**src/rtl/h3d_pkg.sv**
```systemverilog
`timescale 1ns / 1ps
// shared constants, types and helpers of the 3d heat diffusion stencil
package h3d_pkg;

    // grid and data sizes
    localparam int MAX_DIM     = 64;
    localparam int SIZE_W      = 7;
    localparam int IDX_W       = $clog2(MAX_DIM);
    localparam int DATA_W      = 32;
    localparam int COEF_W      = 16;
    localparam int FRAC_W      = 16;
    localparam int CFG_DATA_W  = 16;
    localparam int CFG_IDX_W   = 2;
    localparam int MIN_DIM     = 3;

    // window store geometry
    localparam int STORE_DEPTH = 2 * MAX_DIM * MAX_DIM + 1;
    localparam int ADDR_W      = $clog2(STORE_DEPTH);
    localparam int MOD_SPLIT   = ADDR_W - 1;
    localparam int PLANE_W     = $clog2(MAX_DIM * MAX_DIM + 1);
    localparam int XY_W        = $clog2(MAX_DIM * MAX_DIM);
    localparam int LIN_W       = $clog2(MAX_DIM * MAX_DIM * MAX_DIM);

    // neighbour reads, relative to the voxel under update
    localparam int N_RD        = 6;
    localparam int RD_CENTER   = 0;
    localparam int RD_XLO      = 1;
    localparam int RD_YLO      = 2;
    localparam int RD_YHI      = 3;
    localparam int RD_ZLO      = 4;
    localparam int RD_ZHI      = 5;

    // front to back queue
    localparam int QUEUE_DEPTH = 4;
    localparam int QPTR_W      = $clog2(QUEUE_DEPTH);
    localparam int QCNT_W      = $clog2(QUEUE_DEPTH + 1);

    // configuration register indexes
    localparam logic [CFG_IDX_W-1:0] REG_SIZE_X  = 2'd0;
    localparam logic [CFG_IDX_W-1:0] REG_SIZE_Y  = 2'd1;
    localparam logic [CFG_IDX_W-1:0] REG_SIZE_Z  = 2'd2;
    localparam logic [CFG_IDX_W-1:0] REG_COEF_DT = 2'd3;

    // reset values of the configuration registers
    localparam logic [SIZE_W-1:0] SIZE_RST = 7'd16;
    localparam logic [COEF_W-1:0] COEF_RST = 16'd1638;

    typedef struct packed {
        logic [SIZE_W-1:0] size_x;
        logic [SIZE_W-1:0] size_y;
        logic [SIZE_W-1:0] size_z;
        logic [COEF_W-1:0] coef_dt;
    } h3d_cfg_t;

    // what travels with a voxel up to the result word
    typedef struct packed {
        logic             frame_last;
        logic [IDX_W-1:0] pos_x;
        logic [IDX_W-1:0] pos_y;
        logic [IDX_W-1:0] pos_z;
    } h3d_tag_t;

    typedef struct packed {
        h3d_tag_t          tag;
        logic              emit;
        logic [DATA_W-1:0] temp;
    } h3d_meta_t;

    // one queue entry: the voxel plus its store addresses
    typedef struct packed {
        h3d_meta_t                     meta;
        logic [ADDR_W-1:0]             wr_addr;
        logic [N_RD-1:0][ADDR_W-1:0]   rd_addr;
    } h3d_item_t;

    // size register as the grid sees it: zero acts as one, clamp at max
    function automatic logic [SIZE_W-1:0] eff_size(input logic [SIZE_W-1:0] v);
        logic [SIZE_W-1:0] r;
        r = v;
        if (v == '0)
        begin
            r = SIZE_W'(1);
        end
        else if (v > SIZE_W'(MAX_DIM))
        begin
            r = SIZE_W'(MAX_DIM);
        end
        return r;
    endfunction

endpackage

```
**src/rtl/h3d_queue.sv**
```systemverilog
`timescale 1ns / 1ps
// short fifo between front end and back end
module h3d_queue import h3d_pkg::*; (
    input  logic      clk,
    input  logic      rst_n,
    input  logic      push,
    input  h3d_item_t push_item,
    output logic      full,
    input  logic      pop,
    output logic      q_valid,
    output h3d_item_t pop_item
);

    h3d_item_t         entry_reg [QUEUE_DEPTH];
    logic [QPTR_W-1:0] wr_ptr_reg, rd_ptr_reg;
    logic [QCNT_W-1:0] cnt_reg;

    assign full     = (cnt_reg == QCNT_W'(QUEUE_DEPTH));
    assign q_valid  = (cnt_reg != '0);
    assign pop_item = entry_reg[rd_ptr_reg];

    // entry storage
    always_ff @(posedge clk)
    begin
        if (push)
        begin
            entry_reg[wr_ptr_reg] <= push_item;
        end
    end

    // pointers and fill count
    always_ff @(posedge clk or negedge rst_n)
    begin
        if (!rst_n)
        begin
            wr_ptr_reg <= '0;
            rd_ptr_reg <= '0;
            cnt_reg    <= '0;
        end
        else
        begin
            if (push)
            begin
                wr_ptr_reg <= wr_ptr_reg + QPTR_W'(1);
            end
            if (pop)
            begin
                rd_ptr_reg <= rd_ptr_reg + QPTR_W'(1);
            end
            if (push && !pop)
            begin
                cnt_reg <= cnt_reg + QCNT_W'(1);
            end
            else if (pop && !push)
            begin
                cnt_reg <= cnt_reg - QCNT_W'(1);
            end
        end
    end

    // fill count checks
    a_cnt_bound: assert property (@(posedge clk) disable iff (!rst_n)
        cnt_reg <= QCNT_W'(QUEUE_DEPTH))
        else $error("queue count beyond depth");

    a_no_underflow: assert property (@(posedge clk) disable iff (!rst_n)
        pop |-> (cnt_reg != '0))
        else $error("pop from empty queue");

    a_no_overflow: assert property (@(posedge clk) disable iff (!rst_n)
        push |-> !full)
        else $error("push into full queue");

    a_count_up: assert property (@(posedge clk) disable iff (!rst_n)
        (push && !pop) |=> (cnt_reg == $past(cnt_reg) + QCNT_W'(1)))
        else $error("queue count did not follow a push");

endmodule

```
**config.mk**
```make
export PLATFORM = sky130hd
export DESIGN_NAME = h3d_queue
export DESIGN_NICKNAME = d
export VERILOG_FILES = /design/src/rtl/h3d_pkg.sv /design/src/rtl/h3d_queue.sv
export SDC_FILE = /design/constraint.sdc
export NUM_CORES = 1
export LEC_CHECK = 0
export BUFFER_PORTS_ARGS = -buffer_cell sky130_fd_sc_hd__buf_2
export CORE_ASPECT_RATIO = 1.2
export CORE_MARGIN = 2
export CORE_UTILIZATION = 61
export DETAILED_ROUTE_END_ITERATION = 8
export HOLD_SLACK_MARGIN = 0.12
export PLACE_DENSITY = 0.84
export REMOVE_ABC_BUFFERS = 1
export SYNTH_ARGS = -nofsm -noshare
export SYNTH_HDL_FRONTEND = slang
export SYNTH_SLANG_ARGS = --single-unit
```
**constraint.sdc**
```tcl
create_clock -name clk -period 10.3 [get_ports clk]
set_clock_uncertainty 0.15 [all_clocks]
set_input_delay 0.515 -clock clk [delete_from_list [all_inputs] [get_ports clk]]
set_output_delay 0.515 -clock clk [all_outputs]
set_load 0.05 [all_outputs]
```
### After elaboration in Yosys (flattened, before gate mapping)

Memories as Yosys holds them, arrays and structs flattened.
Cells that the tools add are included.

| storage, ports and cells | value |
|---|---|
| bits of input ports | 154 |
| flip-flop bits (word level) | 7 |
| memories kept | 1 |
| logic and storage cells | 19 |
| output and inout bits | 152 |
| RAM bits | 600 |

Memories:

| name | words | width | read ports | clocked after memory_dff | wr ports | line | RTL |
|---|---|---|---|---|---|---|---|
| entry_reg | 4 | 150 | 1 | 0 | 1 | h3d_queue.sv:14 | `h3d_item_t entry_reg [QUEUE_DEPTH];` |

| operators by class | value |
|---|---|
| reductions and logical operators | 6 |
| $add $sub $neg | 4 |
| multiplexer cells | 4 |
| eq/ne operators | 1 |

Operators by type and width:

| kind | count |
|---|---|
| $mux W3 | 2 |
| $add A2 B1 Y2 const B | 2 |
| $add A3 B1 Y3 const B | 1 |
| $eq A3 B3 Y1 const B | 1 |
| $reduce_bool A3 Y1 | 1 |
| $sub A3 B1 Y3 const B | 1 |
| $logic_and A1 B1 Y1 | 2 |
| $logic_not A1 Y1 | 2 |
| $mux W1 | 2 |
| $reduce_bool A2 Y1 | 1 |

### Logic depth before layout (Yosys ltp)

| logic depth | value |
|---|---|
| word-level depth | 4 |
| gate-level depth with buffers | 7 |
| mapped depth without buffers | 7 |

### Worst setup path before layout

No wires, ideal clock.

| timing path | value |
|---|---|
| path kind | reg-to-reg |
| from | register wr_ptr_reg[0] |
| to | memory entry_reg[2][0] (netlist bit) (enable) |
| cell stages (with the launch flop) | 4 |
| path slack | 5.577 ns |
| arrival time | 4.045 ns |
| path through | dfrtp_1 -> inv_1 -> ha_1 -> and2_1 |

RTL lines:

| element | line | RTL |
|---|---|---|
| start, declared | h3d_queue.sv:15 | `logic [QPTR_W-1:0] wr_ptr_reg, rd_ptr_reg;` |
| start signal, assigned | h3d_queue.sv:44 | `wr_ptr_reg <= wr_ptr_reg + QPTR_W'(1);` |
| end, declared | h3d_queue.sv:14 |  |

No word-level cell before the write port.

==> impl_metrics.yaml <==
cells_and_area:
  drive_gt1_share_pct: 40.4
  largest_reg_flops: 600
  fillers: 1872
  multi_input_area_sq_um: 3590
  fin_nets: 1471
  synthToLayoutAreaGrowth_pct: 23.7
  seq_area_sq_um: 18200
  layoutNonFillerInstCount: 1827
clocking:
  cts_root_buf: "clkbuf_16"
  cts.sinks: 607
  numCtsBuffers: 54
  post_cts_buffers: 0
  clock_latency_ns: 0.57
  cts_max_level: 2
  cts_buffer_depth: 3
  clkSlewWorstSetupHoldPaths_ns: 0.07
  cts_tree: "built"
  cts_resized: 0
logic_synthesis:
  synth_top_area_share_pct: 81.9
  synth_common_cells: "600 x edfxtp_1, 150 x mux4_2, 18 x buf_2"
  synth.distinct_cells: 18
  yosysMostFrequentCell: "edfxtp_1"
  avgSynthCellArea_sq_um: 26.9
  yosys.area.top_type: "edfxtp_1"
  ys_warn_count: 0
  ys_seq_area_share_pct: 82.6
  netlist_area_sq_um: 22000
  async_reset_ff_share_pct: 1.15
  yosys_register_bits: 607
  synth_cells: 818
  synth_edf_count: 600
  yosys-top-cells-area: "edfxtp_1 82%, mux4_2 15%, dfrtp_1 0.80%, buf_6 0.51%, buf_2 0.41%"
  synthFlopType: "edfxtp_1"
global_route:
  gr-total-overflow: 0
  grt_pass1_wl_mm: 68.2
  grtUsageTotal_pct: 24.6
  antenna_found_initial: 5
  grt_pass1_vias: 11488
  grt_max_degree: 72
critical_path:
  worstPathCellList: "buf_4 > buf_4 > mux4_2 > buf_2"
  end_kind: "output pin"
  crit_arrival_ns: 3.74
  crit_family: "buffers and inverters"
  critPathKind: "flop to output pin"
  worstPathRequired_ns: 9.64
  max_stage_delay_ns: 0.91
  critical_path_buf_inv_count: 3
  cp_max_fo: 52
  critPathMostFrequentCell: "buf_4"
  crit_slowest_cell: "buf_4"
  cp-start-kind: "flop"
  r2r_setup_slack_ns: 7.76
routing:
  drc: 0
  first_iter_violations: 978
  routed-via-count: 10610
  dr.pass1.iters: 7
  wl_mm: 45.0
  ant_nets: 0
  wl_per_cell_microns: 24.6
  via_per_inst: 5.81
status:
  status: "finished clean"
die:
  die_w_microns: 177
  num_rows: 76
  coreArea_sq_um: 35800
  start_util_pct: 61.6
  io_pins: 306
  die_y_microns: 212
  dieArea_sq_um: 37600
sta:
  finalHoldViolations: 0
  finalSetupTns_ns: 0
  setup_viol: 0
  timing.fmax_mhz: 227
  period_share_pct: 42.8
  fin_crit_ns: 4.40
  rsz0062_at_grt: "false"
  max-slew-margin-rel_pct: 29.9
  drv_slew: 0
  worst_pin_slew_ns: 1.05
power_and_ir_drop:
  total_power_mw: 8.64
  max-vdd-ir-drop_mv: 0.319
  p_leak_nw: 9.38
  powerDensity_nw_per_um2: 317
hold_path:
  hold_class: "input pin to async pin"
place:
  dp.cells: 1570
  routabilityCongestion: 0.744
  hpwl_mm: 24.7
  port_buffers: 305
job:
  cap_violations: 0
## per-stage QoR
step | cell area [sq um] | setup slack (ns) | hold slack, ns | utilization (%)
floorplan | 21800 | 2.91 | 0.0694 | -
global placement | 24000 | 6.40 | 0.212 | 67.2
detailed placement | 24000 | 6.35 | 0.213 | 67.2
CTS | 27200 | 5.73 | 0.150 | 76.1
global route | 27200 | 5.52 | 0.165 | 76.2
finish | 27200 | 5.90 | 0.159 | 76.2
## what timing repair did
item	4_1_cts	5_1_grt
hold buffers	153	0
setup endpoints to repair	0	0
hold endpoints to repair	611	0
## kinds of logic after synthesis
| kind of cell | count (synthesis) | share of synthesized area (%) |
|---|---|---|
| AOI/OAI and AO/OA | 1 | 0.0227 |
| xor gates and xnor gates | 6 | 0.239 |
| adders and majority gates | 6 | 0.375 |
| buffers and inverters | 38 | 1.09 |
| DFF | 607 | 82.6 |
| muxes | 151 | 15.4 |
| and+or+nand+nor | 9 | 0.227 |
## cells in the final DEF, fill, tap and decap left out
cell	synthesis	final
edfxtp_1	600	600
buf_2	18	305
dlygate4sd3_1	0	153
mux4_2	150	150
clkbuf_16	0	55
clkinv_1	0	16
buf_4	0	13
clkbuf_1	6	10
clkinv_2	0	8
diode_2	0	6
ha_1	5	5
dfrtp_1	7	5
inv_1	4	4
and2_4	0	4
xor2_1	4	4
bufinv_16	0	4
clkinvlp_4	0	3
xnor2_1	2	2
nand2_1	2	2
inv_6	0	2
dfrtp_4	0	2
or3_1	1	1
nor3b_1	1	1
mux2_2	1	1
o21ai_0	1	1
nor2_1	1	1
fa_1	1	1
## path summary, 6_finish.rpt
check | end | cells after the start | from
worst max-delay path | pop_item[51] | 4 | rd_ptr_reg[0]
worst min-delay path | rd_ptr_reg[1] | 2 | rst_n
worst max register to register | entry_reg[2][75] | 4 | wr_ptr_reg[0]
worst min register to register | cnt_reg[2] | 1 | cnt_reg[2]
max in group asynchronous | rd_ptr_reg[0] | 2 | rst_n
min in group clk | cnt_reg[2] | 1 | cnt_reg[2]
## routing by layer
metal / GRT usage (%) / part of all wire, % / wire length (microns) / up-vias
met5: 0 / 0 / 0 / -
met3: 4.74 / 6.4 / 2900 / 98
li1: - / - / - / 4534
met4: 8.99 / 3.4 / 1520 / 0
met1: 31.4 / 36 / 16200 / 5546
met2: 42.6 / 54 / 24400 / 432
## worst register-to-register path: cells and delay by family (launching register included)
kind | cells | cell delay, ns
buffers and inverters | 2 | 0.96
DFF | 1 | 0.42
adders and majority gates | 1 | 0.14
and+or+nand+nor | 1 | 0.38
## power by group
part	internal [mW]	leakage [nW]	switching, mW	total [mW]
combinational	0.971	2.98	2.37	3.34
sequential	3.24	5.59	0.146	3.38
clock	1.08	0.812	0.841	1.92
total	5.28	9.38	3.36	8.64
## cell type report
type	instances	share of cell area, %
inverters	4	0.0551
repair buffers	471	11.6
clock inverters	33	0.956
diodes	6	0.0551
multi-input cells	173	13.2
well taps	468	2.15
clock buffers	65	5.19
flip-flops and latches	607	66.8
Power figures use the tool's default switching activity.
