$ cat config.mk
export PLATFORM = sky130hd
export DESIGN_NAME = h3d_front
export DESIGN_NICKNAME = d
export VERILOG_FILES = /design/src/rtl/h3d_pkg.sv /design/src/rtl/h3d_front.sv
export SDC_FILE = /design/constraint.sdc
export NUM_CORES = 1
export LEC_CHECK = 0
export BUFFER_PORTS_ARGS = -buffer_cell sky130_fd_sc_hd__buf_4
export CAP_MARGIN = 20
export CORE_MARGIN = 10
export CORE_UTILIZATION = 50
export CTS_CLUSTER_DIAMETER = 120
export DETAILED_ROUTE_END_ITERATION = 10
export HOLD_SLACK_MARGIN = 0.12
export PLACE_DENSITY = 0.73
export SETUP_SLACK_MARGIN = 0.02
export SYNTH_ARGS = -nofsm -noshare
export SYNTH_HDL_FRONTEND = slang
export SYNTH_SLANG_ARGS = --single-unit
$ cat constraint.sdc
create_clock -name clk -period 13.9 [get_ports clk]
set_input_delay 2.78 -clock clk [delete_from_list [all_inputs] [get_ports clk]]
set_output_delay 2.78 -clock clk [all_outputs]
set_load 0.01 [all_outputs]
$ cat src/rtl/h3d_pkg.sv
`timescale 1ns / 1ps
// shared constants, types and helpers of the 3d heat diffusion stencil
package h3d_pkg;

    // grid and data sizes
    localparam int MAX_DIM     = 64;
    localparam int SIZE_W      = 7;
    localparam int IDX_W       = $clog2(MAX_DIM);
    localparam int DATA_W      = 32;
    localparam int COEF_W      = 16;
    localparam int FRAC_W      = 16;
    localparam int CFG_DATA_W  = 16;
    localparam int CFG_IDX_W   = 2;
    localparam int MIN_DIM     = 3;

    // window store geometry
    localparam int STORE_DEPTH = 2 * MAX_DIM * MAX_DIM + 1;
    localparam int ADDR_W      = $clog2(STORE_DEPTH);
    localparam int MOD_SPLIT   = ADDR_W - 1;
    localparam int PLANE_W     = $clog2(MAX_DIM * MAX_DIM + 1);
    localparam int XY_W        = $clog2(MAX_DIM * MAX_DIM);
    localparam int LIN_W       = $clog2(MAX_DIM * MAX_DIM * MAX_DIM);

    // neighbour reads, relative to the voxel under update
    localparam int N_RD        = 6;
    localparam int RD_CENTER   = 0;
    localparam int RD_XLO      = 1;
    localparam int RD_YLO      = 2;
    localparam int RD_YHI      = 3;
    localparam int RD_ZLO      = 4;
    localparam int RD_ZHI      = 5;

    // front to back queue
    localparam int QUEUE_DEPTH = 4;
    localparam int QPTR_W      = $clog2(QUEUE_DEPTH);
    localparam int QCNT_W      = $clog2(QUEUE_DEPTH + 1);

    // configuration register indexes
    localparam logic [CFG_IDX_W-1:0] REG_SIZE_X  = 2'd0;
    localparam logic [CFG_IDX_W-1:0] REG_SIZE_Y  = 2'd1;
    localparam logic [CFG_IDX_W-1:0] REG_SIZE_Z  = 2'd2;
    localparam logic [CFG_IDX_W-1:0] REG_COEF_DT = 2'd3;

    // reset values of the configuration registers
    localparam logic [SIZE_W-1:0] SIZE_RST = 7'd16;
    localparam logic [COEF_W-1:0] COEF_RST = 16'd1638;

    typedef struct packed {
        logic [SIZE_W-1:0] size_x;
        logic [SIZE_W-1:0] size_y;
        logic [SIZE_W-1:0] size_z;
        logic [COEF_W-1:0] coef_dt;
    } h3d_cfg_t;

    // what travels with a voxel up to the result word
    typedef struct packed {
        logic             frame_last;
        logic [IDX_W-1:0] pos_x;
        logic [IDX_W-1:0] pos_y;
        logic [IDX_W-1:0] pos_z;
    } h3d_tag_t;

    typedef struct packed {
        h3d_tag_t          tag;
        logic              emit;
        logic [DATA_W-1:0] temp;
    } h3d_meta_t;

    // one queue entry: the voxel plus its store addresses
    typedef struct packed {
        h3d_meta_t                     meta;
        logic [ADDR_W-1:0]             wr_addr;
        logic [N_RD-1:0][ADDR_W-1:0]   rd_addr;
    } h3d_item_t;

    // size register as the grid sees it: zero acts as one, clamp at max
    function automatic logic [SIZE_W-1:0] eff_size(input logic [SIZE_W-1:0] v);
        logic [SIZE_W-1:0] r;
        r = v;
        if (v == '0)
        begin
            r = SIZE_W'(1);
        end
        else if (v > SIZE_W'(MAX_DIM))
        begin
            r = SIZE_W'(MAX_DIM);
        end
        return r;
    endfunction

endpackage

$ cat src/rtl/h3d_front.sv
`timescale 1ns / 1ps
// front end: voxel counters, interior test and window store addressing
module h3d_front import h3d_pkg::*; (
    input  logic                     clk,
    input  logic                     rst_n,
    input  logic                     in_valid,
    output logic                     in_stall,
    input  logic signed [DATA_W-1:0] temperature,
    input  h3d_cfg_t                 cfg,
    output logic                     q_push,
    output h3d_item_t                q_item,
    input  logic                     q_full
);

    // modular subtract inside the store depth
    function automatic logic [ADDR_W-1:0] wrap_sub(input logic [ADDR_W-1:0] a,
                                                   input logic [ADDR_W-1:0] b);
        logic [ADDR_W-1:0] r;
        if (a >= b)
        begin
            r = a - b;
        end
        else
        begin
            r = a - b + ADDR_W'(STORE_DEPTH);
        end
        return r;
    endfunction

    logic [SIZE_W-1:0] sx, sy, sz;
    logic              move, accept;

    logic [IDX_W-1:0]  in_x_reg, in_y_reg, in_z_reg;
    logic [IDX_W-1:0]  in_x_next, in_y_next, in_z_next;

    logic [PLANE_W-1:0]           plane_reg;
    logic [N_RD-1:0][ADDR_W-1:0]  back_reg;

    logic              s1_v_reg, s2_v_reg, s3_v_reg;
    h3d_meta_t         s1_meta_reg, s2_meta_reg, s3_meta_reg;
    h3d_meta_t         s1_meta_next;
    logic [XY_W-1:0]   s1_xy_reg, s1_xy_next;
    logic [IDX_W-1:0]  s1_z_reg;
    logic [LIN_W-1:0]  s2_lin_reg, s2_lin_next;
    logic [ADDR_W-1:0] s3_addr_reg, s3_addr_next;

    assign sx = eff_size(cfg.size_x);
    assign sy = eff_size(cfg.size_y);
    assign sz = eff_size(cfg.size_z);

    // lock-step pipeline, held only by a full queue
    assign move     = !s3_v_reg || !q_full;
    assign accept   = in_valid && move;
    assign in_stall = !move;
    assign q_push   = s3_v_reg && !q_full;

    // counter advance, z innermost
    always_comb
    begin
        logic [SIZE_W-1:0] z_inc, y_inc, x_inc;
        z_inc     = SIZE_W'(in_z_reg) + SIZE_W'(1);
        y_inc     = SIZE_W'(in_y_reg) + SIZE_W'(1);
        x_inc     = SIZE_W'(in_x_reg) + SIZE_W'(1);
        in_x_next = in_x_reg;
        in_y_next = in_y_reg;
        in_z_next = z_inc[IDX_W-1:0];
        if (z_inc >= sz)
        begin
            in_z_next = '0;
            in_y_next = y_inc[IDX_W-1:0];
            if (y_inc >= sy)
            begin
                in_y_next = '0;
                in_x_next = x_inc[IDX_W-1:0];
                if (x_inc >= sx)
                begin
                    in_x_next = '0;
                end
            end
        end
    end

    // interior test of the voxel one plane back, and its position
    always_comb
    begin
        logic [SIZE_W-1:0] xe, ye, ze, cx;
        logic              sizes_ok, x_ok, y_ok, z_ok;
        xe = SIZE_W'(in_x_reg);
        ye = SIZE_W'(in_y_reg);
        ze = SIZE_W'(in_z_reg);
        cx = xe - SIZE_W'(1);
        sizes_ok = (sx >= SIZE_W'(MIN_DIM)) && (sy >= SIZE_W'(MIN_DIM)) &&
                   (sz >= SIZE_W'(MIN_DIM));
        x_ok = (xe >= SIZE_W'(2)) && (xe <= sx - SIZE_W'(1));
        y_ok = (ye >= SIZE_W'(1)) && (ye <= sy - SIZE_W'(2));
        z_ok = (ze >= SIZE_W'(1)) && (ze <= sz - SIZE_W'(2));
        s1_meta_next.emit           = sizes_ok && x_ok && y_ok && z_ok;
        s1_meta_next.temp           = temperature;
        s1_meta_next.tag.pos_x      = cx[IDX_W-1:0];
        s1_meta_next.tag.pos_y      = in_y_reg;
        s1_meta_next.tag.pos_z      = in_z_reg;
        s1_meta_next.tag.frame_last = (cx == sx - SIZE_W'(2)) && (ye == sy - SIZE_W'(2)) &&
                                      (ze == sz - SIZE_W'(2));
    end

    // linear index in two multiply steps, then reduced modulo the store depth
    assign s1_xy_next  = XY_W'(in_x_reg) * XY_W'(sy) + XY_W'(in_y_reg);
    assign s2_lin_next = LIN_W'(s1_xy_reg) * LIN_W'(sz) + LIN_W'(s1_z_reg);

    // depth is 2^split + 1, so the high part folds in with a minus sign
    always_comb
    begin
        logic [ADDR_W-1:0] lo, hi;
        lo = ADDR_W'(s2_lin_reg[MOD_SPLIT-1:0]);
        hi = ADDR_W'(s2_lin_reg[LIN_W-1:MOD_SPLIT]);
        s3_addr_next = wrap_sub(lo, hi);
    end

    // neighbour distances, settled from the sizes
    always_ff @(posedge clk)
    begin
        plane_reg           <= PLANE_W'(sy) * PLANE_W'(sz);
        back_reg[RD_CENTER] <= ADDR_W'(plane_reg);
        back_reg[RD_XLO]    <= ADDR_W'(plane_reg) << 1;
        back_reg[RD_YLO]    <= ADDR_W'(plane_reg) + ADDR_W'(sz);
        back_reg[RD_YHI]    <= ADDR_W'(plane_reg) - ADDR_W'(sz);
        back_reg[RD_ZLO]    <= ADDR_W'(plane_reg) + ADDR_W'(1);
        back_reg[RD_ZHI]    <= ADDR_W'(plane_reg) - ADDR_W'(1);
    end

    // queue word
    always_comb
    begin
        q_item.meta    = s3_meta_reg;
        q_item.wr_addr = s3_addr_reg;
        for (int i = 0; i < N_RD; i++)
        begin
            q_item.rd_addr[i] = wrap_sub(s3_addr_reg, back_reg[i]);
        end
    end

    // control state
    always_ff @(posedge clk or negedge rst_n)
    begin
        if (!rst_n)
        begin
            in_x_reg <= '0;
            in_y_reg <= '0;
            in_z_reg <= '0;
            s1_v_reg <= 1'b0;
            s2_v_reg <= 1'b0;
            s3_v_reg <= 1'b0;
        end
        else
        begin
            if (accept)
            begin
                in_x_reg <= in_x_next;
                in_y_reg <= in_y_next;
                in_z_reg <= in_z_next;
            end
            if (move)
            begin
                s1_v_reg <= accept;
                s2_v_reg <= s1_v_reg;
                s3_v_reg <= s2_v_reg;
            end
        end
    end

    // stage payload
    always_ff @(posedge clk)
    begin
        if (move)
        begin
            s1_meta_reg <= s1_meta_next;
            s1_xy_reg   <= s1_xy_next;
            s1_z_reg    <= in_z_reg;
            s2_meta_reg <= s1_meta_reg;
            s2_lin_reg  <= s2_lin_next;
            s3_meta_reg <= s2_meta_reg;
            s3_addr_reg <= s3_addr_next;
        end
    end

endmodule

Word level (Yosys, flattened, before mapping)
Cells that the tools add are included.
Word-level totals
  bits in registers: 303
  latch bits: 0
  RAM bits: 0
  memory bits (read-only): 0
  logic and storage cells: 126
  memories: 0
Cells by class
  add/subtract/negate cells: 28
  multiply operators: 3
  div/mod/pow operators: 0
  magnitude comparators: 22
  equality and inequality tests: 3
  shifts and indexed selects: 0
  muxes and demuxes: 16
  bitwise operators: 0
  reductions and logical operators: 21
Operators by type and width (count)
  14-bit adder, second input constant: 7
  14-bit 2-to-1 mux: 7
  14-bit >= comparator: 5
  14-bit subtractor: 5
  7-bit 2-to-1 mux: 6
  6-bit by 1-bit adder with 7-bit output, second input constant: 3
  7-bit by 2-bit >= comparator with 1-bit output, second input constant: 3
  7-bit >= comparator: 3
  7-bit > comparator, second input constant: 3
  6-bit by 7-bit less-or-equal comparator with 1-bit output: 3
  7-bit zero test: 3
  7-bit by 2-bit subtractor with 7-bit output, second input constant: 3
  18-bit by 6-bit adder with 18-bit output: 1
  12-bit by 7-bit multiplier with 18-bit output: 1
  6-bit 2-to-1 mux: 3
  13-bit by 1-bit adder with 14-bit output, second input constant: 1
  13-bit by 7-bit adder with 14-bit output: 1
  6-bit by 7-bit equality test with 1-bit output: 2
  14-bit by 13-bit >= comparator with 1-bit output: 1
  13-bit by 1-bit subtractor with 14-bit output, second input constant: 1
  13-bit by 5-bit subtractor with 14-bit output: 1
  13-bit by 7-bit subtractor with 14-bit output: 1
  14-bit by 13-bit subtractor with 14-bit output: 1
  13-bit by 5-bit >= comparator with 1-bit output: 1
  other kinds (13): 27

Longest topological paths before layout
Gate-level depths: netlist of the first run.
  depth in word-level cells: 9
  gate-level depth with buffers: 23

Worst setup path after synthesis of the first run
No wires, ideal clock.
  kind: input-to-output
  from: input port q_full
  to: output port in_stall
  arrival: 7.692 ns
  required time: 11.120 ns
  path slack: 3.428 ns
  cell stages on the path: 2
  path buffers: 0
  path through: nand2_1 inv_1
On the way
  word-level cells in the longest chain between the ends: 3
RTL lines
  from (decl): RTL line h3d_front.sv:12  | input logic q_full
  1-bit zero test: RTL line h3d_front.sv:52  | assign move = !s3_v_reg || !q_full;
  1-bit logical OR: RTL line h3d_front.sv:52
  1-bit zero test: RTL line h3d_front.sv:54  | assign in_stall = !move;
  to (decl): RTL line h3d_front.sv:7  | output logic in_stall,
No other way between the ends.

Worst setup path after layout of the first run
  from: input port cfg[29] in the netlist's numbering
  to: register s1_xy_reg[11], data pin
On the way
  word-level cells in the longest chain between the ends: 5
RTL lines
  from (decl): RTL line h3d_front.sv:9  | input h3d_cfg_t cfg,
  7-bit > comparator: RTL line h3d_pkg.sv:84  | else if (v > SIZE_W'(MAX_DIM))
  7-bit 2-to-1 mux: RTL line h3d_pkg.sv:84
  7-bit 2-to-1 mux *: RTL line h3d_pkg.sv:80  | if (v == '0)
  6-bit by 7-bit multiplier with 12-bit output *: RTL line h3d_front.sv:107  | assign s1_xy_next = XY_W'(in_x_reg) * XY_W'(sy) + XY_W'(in_y_reg);
  12-bit by 6-bit adder with 12-bit output *: RTL line h3d_front.sv:107
  net s1_xy_next[11]: RTL line h3d_front.sv:42  | logic [XY_W-1:0] s1_xy_reg, s1_xy_next;
  to (signal assigned): RTL line h3d_front.sv:177  | s1_xy_reg <= s1_xy_next;
  to (decl): RTL line h3d_front.sv:42
The timed path passes the listed nets; every way through them passes the cells marked *.
A chain may end at the register's enable or synchronous reset.

==> results of run 1 <==
==> logic make-up after synthesis <==
kind of cell               after synthesis
xor gates and xnor gates               270
adders and majority gates              378
and+or+nand+nor                        717
muxes                                    7
AOI/OAI and AO/OA                      356
DFF                                    301
buffers and inverters                  337
==> cell usage in the layout (no fill, tap or decap), types with 80 or more instances in the layout <==
master,instances
dfxtp_1,80
nand2_1,189
ha_1,269
a21oi_1,95
buf_4,219
xor2_1,81
nor2_1,175
fa_1,109
inv_1,286
edfxtp_1,200
xnor2_1,189
==> report_power, final <==
group / internal, mW / switching, mW / total (mW)
logic: 2.09 / 2.59 / 4.67
registers: 1.32 / 0.266 / 1.59
clock network: 0.575 / 0.355 / 0.930
total: 3.98 / 3.21 / 7.19
==> routing by layer <==
metal | vias up | track usage, %
li1 | 8504 | -
met1 | 8411 | 23.16
met2 | 454 | 34.70
met3 | 111 | 2.953
met4 | 0 | 6.910
met5 | - | 0
==> area by class of cell <==
type	instances	area, um2
Timing Repair Buffer	219	1644
Inverter	290	1089
Sequential cell	301	8133
Multi-Input combinational cell	1728	14180
Clock buffer	46	947.2
Tap cell	607	759.5
Clock inverter	14	216.5
Fill cell	3904	19590
==> stage by stage <==
step	cells	util, %	power, mW	area, um2	hold WS [ps]
2_1_floorplan	2366	-	4.657	23580	329.0
3_3_place_gp	3145	55.43	6.122	25810	400.4
3_5_place_dp	3145	55.43	6.270	25810	404.5
4_1_cts	3205	57.93	7.236	26970	416.5
5_1_grt	3205	57.93	7.758	26970	421.8
6_report	3205	57.93	7.191	26970	413.2
==> worst paths after layout <==
| check | start | endpoint |
|---|---|---|
| setup reg to reg | s1_xy_reg[3]$_DFFE_PN_ | s2_lin_reg[16]$_DFFE_PN_ |
| hold / removal | s1_meta_reg[6]$_DFFE_PN_ | s2_meta_reg[6]$_DFFE_PN_ |
| min in group asynchronous | rst_n | in_x_reg[0]$_DFFE_PN0P_ |
| max in group asynchronous | rst_n | s1_v_reg$_DFFE_PN0N_ |
| setup / recovery | cfg[29] | s1_xy_reg[11]$_DFFE_PN_ |
| hold reg to reg | s1_meta_reg[6]$_DFFE_PN_ | s2_meta_reg[6]$_DFFE_PN_ |
==> worst register-to-register path: cells and delay by family, from the launching register on <==
kind / cells / cell delay (ps)
fa+ha+maj: 5 / 2370
compound gates: 5 / 1220
flops: 1 / 500
simple gates: 2 / 320
buf+inv: 4 / 200
xor+xnor: 1 / 130
==> results.ini, run 1 <==
[sta]
relSlewSlack_pct = 31.07
worst_pin_slew_ps = 1034
period_share_pct = 57.32
setup_viol = 0
rsz0062_at_grt = false
tns_ps = 0
fmax_mhz = 125.5
fin_crit_ps = 7968
timing.final.ws_setup_ps = 5932
fin_worst_skew_ps = 24.43
hold_viol_final = 0
slew_viol_final = 0

[global_route]
grt_pass1_wl_um = 90430
grt_usage_pct = 19.38
grt_max_degree = 84
first_global_vias = 17940
antenna_found_initial = 0
grt_overflow_total = 0

[synthesis]
netlist_instances = 2366
synth_cell_type_count = 89
synth_area_mm2 = 0.02358
synth_fa_ha_area_share_pct = 23.53
synth.area.mux_share_pct = 0.3343
synthTopCellsByCount = inv_1, ha_1, edfxtp_1, nand2_1, xnor2_1
syn_avg_cell_area_um2 = 9.966
synth_xor_area_share_pct = 10.03
synth-edff-count = 200
ys.flop_type = edfxtp_1
ys_seq_elements = 301
synth_top_family_by_area = adder cells
synth_most_common_cell = inv_1
ys_warn_count = 0
syn_nets = 2817
ys_top_cells_by_area = edfxtp_1, ha_1, fa_1
ys_seq_area_share_pct = 34.49
synth_top_area_share_pct = 25.47
synth_largest_area_cell = edfxtp_1
synth-compound-area-share_pct = 11.06
ys_async_sr_fraction_pct = 6.977
yosys.area_share.simple_pct = 15.16

[route]
drtPass1Iterations = 6
remaining_drc_errors = 0
dr_total_vias = 17480
wl_um = 55660
dr_wl_met3_um = 2797
drtIter0Drc = 1035
dr_wl_met2_um = 27980
wire_per_inst_um = 17.37
viasPerCell = 5.454
m1WireLength_um = 23210
top_layer = met4
postRouteAntennaNets = 0

[floorplanning]
dieArea_mm2 = 0.05625
die_w_um = 237.2
ioPinCount = 225
rows = 79
start_util_pct = 50.65
die_y_um = 237.2
coreArea_mm2 = 0.04656

[clock_network]
clock-root-buffer = clkbuf_16
ctsResizeCount = 0
htree_levels = 2
clkLatencyLatePin_ps = 540
clock_sinks = 301
cts_buffers = 35
cts_tree = yes
cts_setup_buffers = 0
cts_buffer_depth = 3
path_clk_slew_ps = 60
hold_buffers = 0

[critical_path]
arrival_ps = 8250
worst_r2r_path_depth = 17
crit_fanout = 15
slowest_stage = a21oi_1
r2r_setup_slack_ps = 8910
crit_cells = 20
worstPathCellList = buf_4 > clkinv_1 > a21oi_1 > clkinv_1 > nand2_1 > fa_1 > fa_1 > inv_1 > fa_1 > inv_1 > fa_1 > inv_1 > ha_1 > inv_1 > o21bai_1 > a21oi_1 > o21ai_0 > a21o_1 > a21oi_1 > xnor2_1
endpoint_kind = register
cp-start-kind = primary input
cpPeakStageDelay_ps = 710
crit_required_ps = 14180
critPathKind = primary input to register
critPathBufInv = 7
critical_path.top_delay_family = adder cells

[finish]
diodes = 0
largest_register_ff_count = 67
syn_to_final_growth_pct = 14.37
final_layout_size_suffix_gt1_share_pct = 12.82
fin_nets = 3026

[power_and_ir_drop]
peakVddDrop_uv = 308.8
p_leak_nw = 12.10
powerDensity_mw_per_mm2 = 266.6

[hold_path]
whs_path_depth = 0
hold_path.class = register to register

[place]
place.gp.congestion = 0.9336
dpl.hpwl_um = 43100
io_buffer_count = 208
post-place-ws_ps = 5457

[flow_run]
max_cap_violations = 0

[status]
status = complete, no violations

Note: power is estimated with default switching activity, not from simulation.
==> run 2, diff against run 1 <==
Clock period 13.9 ns to 7.7 ns, I/O delays scaled along.
==> run 2 against run 1 <==
Against the previous run: combinational power up 80%; power increased by 79%; count of clock-buffer cells in the layout is 2 higher; sequential share of layout area is essentially flat; highest routed layer unchanged.
==> results.ini, run 2 (synthesized netlist as in run 1, its figures left out) <==
[status]
status = complete, no violations  ; unchanged

[floorplanning]
die_w_um = 237.2  ; unchanged
start_util_pct = 50.65  ; unchanged
die_y_um = 237.2  ; unchanged
rows = 79  ; unchanged
coreArea_mm2 = 0.04656  ; unchanged
ioPinCount = 225  ; unchanged
dieArea_mm2 = 0.05625  ; unchanged

[clock_network]
cts_buffers = 35  ; unchanged
clkLatencyLatePin_ps = 540  ; about the same
ctsResizeCount = 0  ; unchanged
cts_tree = yes  ; unchanged
path_clk_slew_ps = 60  ; about the same
hold_buffers = 0  ; unchanged
cts_setup_buffers = 0  ; unchanged
clock-root-buffer = clkbuf_16  ; unchanged
cts_buffer_depth = 3  ; unchanged
clock_sinks = 301  ; unchanged
htree_levels = 2  ; unchanged

[critical_path]
rr_startpoint = s1_xy_reg[3]$_DFFE_PN_  ; unchanged
crit_required_ps = 7990  ; was 14180 ps
worstPathCellList = buf_4 > clkinv_1 > nand2_1 > clkinv_1 > nand2_1 > fa_1 > fa_1 > inv_1 > fa_1 > inv_1 > fa_1 > inv_1 > ha_1 > inv_1 > o21bai_1 > a21oi_1 > o21ai_0 > a21o_1 > a21oi_1 > xnor2_1  ; was buf_4 > clkinv_1 > a21oi_1 > clkinv_1 > nand2_1 > fa_1 > fa_1 > inv_1 > fa_1 > inv_1 > fa_1 > inv_1 > ha_1 > inv_1 > o21bai_1 > a21oi_1 > o21ai_0 > a21o_1 > a21oi_1 > xnor2_1
crit_fanout = 15  ; unchanged
cpPeakStageDelay_ps = 560  ; was 710 ps
cp-start-kind = primary input  ; unchanged
arrival_ps = 6530  ; was 8250 ps
critPathKind = primary input to register  ; unchanged
slowest_stage = fa_1  ; was a21oi_1
cp-startpoint = cfg[29]  ; unchanged
endpoint_kind = register  ; unchanged

[sta]
rsz0062_at_grt = false  ; unchanged
setup_viol = 0  ; unchanged
tns_ps = 0  ; unchanged
fin_worst_skew_ps = 27.23  ; was 24.43 ps
fmax_mhz = 160.2
hold_viol_final = 0  ; unchanged
period_share_pct = 81.08
relSlewSlack_pct = 32.85  ; was 31.07%
fin_crit_ps = 6243
worst_pin_slew_ps = 1007  ; was 1034 ps
slew_viol_final = 0  ; unchanged

[finish]
final_cell_mix = inv_1, ha_1, buf_4  ; unchanged
fin_nets = 3031  ; was 3026
syn_to_final_growth_pct = 14.35  ; was 14.37%
layout_commonest_cell = inv_1  ; unchanged
final_layout_size_suffix_gt1_share_pct = 12.94  ; was 12.82%
diodes = 0  ; unchanged
multi_input_area_mm2 = 0.01419  ; was 0.01418 mm2
nFillCells = 3915  ; was 3904
largest_register_ff_count = 67  ; unchanged
final-seq-area_mm2 = 0.008133  ; unchanged
final_util_pct = 57.92  ; was 57.93%

[route]
wl_um = 55350  ; was 55660 um
dr_total_vias = 17300  ; was 17480
drtPass1Iterations = 5  ; was 6
remaining_drc_errors = 0  ; unchanged
wire_per_inst_um = 17.23  ; was 17.37 um
postRouteAntennaNets = 0  ; unchanged
drtIter0Drc = 1107  ; was 1035
viasPerCell = 5.386  ; was 5.454

[global_route]
grt_util_met1_pct = 23.00  ; was 23.16%
grt_usage_pct = 19.40  ; was 19.38%
first_global_vias = 17860  ; was 17940
grt_max_degree = 126  ; was 84
grt_overflow_total = 0  ; unchanged
grt_use_met2_pct = 33.46  ; was 34.70%
antenna_found_initial = 0  ; unchanged
grt-busiest-layer = met2  ; unchanged
grt_pass1_wl_um = 90100  ; was 90430 um
use_met3_pct = 3.599  ; was 2.953%

[power_and_ir_drop]
peakVddDrop_uv = 575.1  ; was 308.8 uV
finalPower_mw = 12.85  ; was 7.191 mW
p_leak_nw = 12.10  ; about the same
powerDensity_mw_per_mm2 = 476.6  ; was 266.6 mW/mm2

[place]
io_buffer_count = 208  ; unchanged
place.gp.congestion = 0.9053  ; was 0.9336
dpl.hpwl_um = 43250  ; was 43100 um

[hold_path]
hold_path.class = register to register  ; unchanged
min_from = s1_meta_reg[42]$_DFFE_PN_  ; was s1_meta_reg[6]$_DFFE_PN_

[flow_run]
max_cap_violations = 0  ; unchanged

==> run 2: cell count changes in the layout (fill, tap and decap cells not counted), sizes merged <==
| cell | previous run | this run |
|---|---|---|
| bufinv | 5 | 1 |
| inv | 289 | 288 |
| clkinv | 9 | 14 |
| clkbuf | 46 | 48 |
| buf | 219 | 224 |
==> run 2: per-layer routing <==
layer,routed length [um],vias to the layer above
li1,-,8513
met1,23190,8240
met2,27110,414
met3,2750,134
met4,2302,0
met5,0,-
==> run 2: where the power goes <==
group	switching, mW	internal (mW)	total [mW]
logic	4.63	3.77	8.39
clock network	0.636	0.950	1.59
registers	0.484	2.39	2.87
==> run 2: final cells by class <==
type | count | share of cell area (%)
clock buffers | 48 | 3.736
clock inverters | 14 | 0.3852
well taps | 607 | 2.817
repair buffers | 224 | 6.237
flip-flops and latches | 301 | 30.16
inverters | 290 | 4.037
multi-input cells | 1728 | 52.63
==> run 2: critical path: cells and delay by family <==
| family | cells | cell delay, ps |
|---|---|---|
| compound gates | 5 | 870 |
| xor+xnor | 1 | 80 |
| fa+ha+maj | 5 | 2370 |
| buf+inv | 7 | 1080 |
| simple gates | 2 | 610 |
==> run 2: per-stage QoR <==
step | std cells | area (um2) | worst slack, ps | hold slack, ps
2_1_floorplan | 2366 | 23580 | 1437 | 329.0
3_3_place_gp | 3150 | 25850 | 983.5 | 400.1
3_5_place_dp | 3150 | 25850 | 950.4 | 404.5
4_1_cts | 3212 | 26960 | 1484 | 403.2
5_1_grt | 3212 | 26960 | 1166 | 415.5
6_report | 3212 | 26960 | 1457 | 408.1
==> run 2: final timing paths <==
| kind | endpoint | slack (ps) | cells after the start |
|---|---|---|---|
| max | s1_xy_reg[11]$_DFFE_PN_ | 1460 | 20 |
| min | s2_meta_reg[42]$_DFFE_PN_ | 410 | 0 |
| max reg2reg | s2_lin_reg[16]$_DFFE_PN_ | 2620 | 17 |
| min reg2reg | s2_meta_reg[42]$_DFFE_PN_ | 410 | 0 |
| max in group asynchronous | in_z_reg[2]$_DFFE_PN0P_ | 6560 | 1 |
| min in group asynchronous | in_x_reg[4]$_DFFE_PN0P_ | 880 | 1 |
==> run 3, diff against run 2 <==
Clock period 7.7 ns to 6.1 ns, I/O delays scaled along.
==> run 3 against run 2 <==
Against the previous run: count of clock-buffer cells in the layout decreased by 1; wire length increased by 1.1%; sequential power increased by 26%; hold slack improved by 6.6 ps; first-iteration DRC count fell by 18%; global-route usage up 0.18 points; setup slack lost 1100 ps; clock power is 30% higher; clock skew fell by 9.6 ps; register-to-register slack worse by 1500 ps; final cell count rose by 0.81%.
==> results.ini, run 3 (synthesized netlist as in run 1, its figures left out) <==
[power_and_ir_drop]
power_frac_seq_pct = 22.2  ; was 22.3%
finalPower_mw = 16.32  ; was 12.85 mW
p_sw_mw = 7.297  ; was 5.746 mW
switching_share_pct = 44.72  ; was 44.71%
p_clk_share_pct = 12.7  ; was 12.3%
powerDensity_mw_per_mm2 = 600.2  ; was 476.6 mW/mm2
p_leak_nw = 12.22  ; was 12.10 nW
peakVddDrop_uv = 671.0  ; was 575.1 uV
combPwrFrac_pct = 65.1  ; was 65.3%
intPower_mw = 9.021  ; was 7.106 mW

[sta]
slew_viol_final = 0  ; unchanged
period_share_pct = 94.67
rsz0062_at_grt = false  ; unchanged
setup_viol = 0  ; unchanged
fin_crit_ps = 5775
relSlewSlack_pct = 32.03  ; was 32.85%
hold_viol_final = 0  ; unchanged
fin_worst_skew_ps = 17.60  ; was 27.23 ps
worst_pin_slew_ps = 1019  ; was 1007 ps
fmax_mhz = 173.2

[route]
drtIter0Drc = 904  ; was 1107
remaining_drc_errors = 0  ; unchanged
drtPass1Iterations = 7  ; was 5
postRouteAntennaNets = 0  ; unchanged
wire_per_inst_um = 17.29  ; was 17.23 um
wl_um = 55990  ; was 55350 um
dr_total_vias = 17490  ; was 17300
viasPerCell = 5.400  ; was 5.386

[global_route]
grt_max_degree = 144  ; was 126
grt_usage_pct = 19.58  ; was 19.40%
grt_pass1_wl_um = 91000  ; was 90100 um
first_global_vias = 17940  ; was 17860
grt_overflow_total = 0  ; unchanged
antenna_found_initial = 0  ; unchanged

[critical_path]
cpPeakStageDelay_ps = 510  ; was 560 ps
crit_fanout = 5  ; was 15
endpoint_kind = output port  ; was register
worstPathCellList = clkinvlp_4 > ha_1 > inv_1 > fa_1 > a21o_1 > a221oi_4 > o21bai_1 > a41o_1 > or3_1 > a21oi_1 > xor2_1 > o41ai_2 > xnor2_1 > buf_4  ; was buf_4 > clkinv_1 > nand2_1 > clkinv_1 > nand2_1 > fa_1 > fa_1 > inv_1 > fa_1 > inv_1 > fa_1 > inv_1 > ha_1 > inv_1 > o21bai_1 > a21oi_1 > o21ai_0 > a21o_1 > a21oi_1 > xnor2_1
arrival_ps = 4560  ; was 6530 ps
critPathKind = register to output port  ; was primary input to register
slowest_stage = edfxtp_1  ; was fa_1
cp-start-kind = register  ; was primary input
crit_required_ps = 4880  ; was 7990 ps
r2r_setup_slack_ps = 1140  ; was 2620 ps

[finish]
diodes = 0  ; unchanged
syn_to_final_growth_pct = 15.29  ; was 14.35%
final_area_mm2 = 0.02719  ; was 0.02696 mm2
largest_register_ff_count = 67  ; unchanged
layout_commonest_cell = inv_1  ; unchanged
nFillCells = 3929  ; was 3915
final_cell_mix = inv_1, ha_1, buf_4  ; unchanged
fin_nets = 3056  ; was 3031
final_layout_size_suffix_gt1_share_pct = 13.80  ; was 12.94%

[clock_network]
clock-root-buffer = clkbuf_16  ; unchanged
clock_sinks = 301  ; unchanged
ctsResizeCount = 0  ; unchanged
path_clk_slew_ps = 60  ; about the same
hold_buffers = 0  ; unchanged
cts_buffer_depth = 3  ; unchanged
cts_setup_buffers = 0  ; unchanged
clkLatencyLatePin_ps = 540  ; about the same
htree_levels = 2  ; unchanged
cts_tree = yes  ; unchanged
cts_buffers = 35  ; unchanged

[floorplanning]
dieArea_mm2 = 0.05625  ; unchanged
start_util_pct = 50.65  ; unchanged
die_y_um = 237.2  ; unchanged
coreArea_mm2 = 0.04656  ; unchanged
rows = 79  ; unchanged
ioPinCount = 225  ; unchanged
die_w_um = 237.2  ; unchanged

[flow_run]
max_cap_violations = 0  ; unchanged

[status]
status = complete, no violations  ; unchanged

[place]
placed_cell_area_mm2 = 0.02604  ; was 0.02585 mm2
place.gp.congestion = 0.9076  ; was 0.9053
io_buffer_count = 208  ; unchanged
dpl.hpwl_um = 43950  ; was 43250 um

[hold_path]
hold_path.class = register to register  ; unchanged

==> run 3: cell types whose count changed in the layout (fill, tap and decap cells not counted), sizes merged <==
cell	delta
buf	+25
clkinv	-3
clkinvlp	+3
bufinv	+2
clkbuf	-1
==> run 3: per-layer routing <==
metal	vias up	part of all wire, %	track usage (%)
met2	434	51	35.22
met5	-	0	0
met4	0	2.7	6.254
met3	103	5.0	3.356
li1	8571	-	-
met1	8377	42	23.30
==> run 3: stage by stage <==
step | std cells | setup TNS (ps) | hold WS (ps) | setup WS [ps] | util (%)
5_1_grt | 3238 | 0 | 415.6 | 62.69 | 58.39
4_1_cts | 3238 | 0 | 417.0 | 190.2 | 58.39
6_report | 3238 | 0 | 414.7 | 325.0 | 58.39
3_3_place_gp | 3175 | 0 | 400.3 | 16.57 | 55.93
3_5_place_dp | 3175 | -95.89 | 404.5 | -63.08 | 55.93
2_1_floorplan | 2366 | 0 | 329.0 | 157.1 | -
==> run 3: final timing paths <==
| path | cells after the start | startpoint | end |
|---|---|---|---|
| setup / recovery | 14 | s3_addr_reg[0]$_DFFE_PN_ | q_item[55] |
| hold / removal | 0 | s2_meta_reg[16]$_DFFE_PN_ | q_item[114]$_DFFE_PN_ |
| setup reg to reg | 17 | s1_xy_reg[3]$_DFFE_PN_ | s2_lin_reg[16]$_DFFE_PN_ |
| hold reg to reg | 0 | s2_meta_reg[16]$_DFFE_PN_ | q_item[114]$_DFFE_PN_ |
| max in group asynchronous | 1 | rst_n | in_y_reg[5]$_DFFE_PN0P_ |
| min in group asynchronous | 1 | rst_n | in_x_reg[2]$_DFFE_PN0P_ |
==> run 3: cell type report <==
type	instances	area (um2)	share of cell area, %
clock inverters	16	190.2	0.6996
well taps	607	759.5	2.794
flip-flops and latches	301	8133	29.92
clock buffers	47	952.2	3.502
inverters	290	1092	4.018
repair buffers	249	1869	6.876
multi-input cells	1728	14190	52.20
==> run 3: power by group through the flow <==
stage	Combinational, mW	Clock, mW	Sequential (mW)
2_1_floorplan	7.12	0	3.46
3_3_place_gp	10.4	0	3.64
3_5_place_dp	10.6	0	3.67
4_1_cts	10.7	2.14	3.63
5_1_grt	11.7	2.21	3.71
6_report	10.6	2.07	3.63
==> run 3: worst max-delay path: cells and delay by family (launching register included) <==
kind,cells,cell delay (ps)
AO/OA/AOI/OAI,6,1590
adder cells (fa/ha/maj),2,670
buffers and inverters,3,550
flip-flops,1,510
XOR/XNOR,2,360
AND/OR/NAND/NOR,1,320
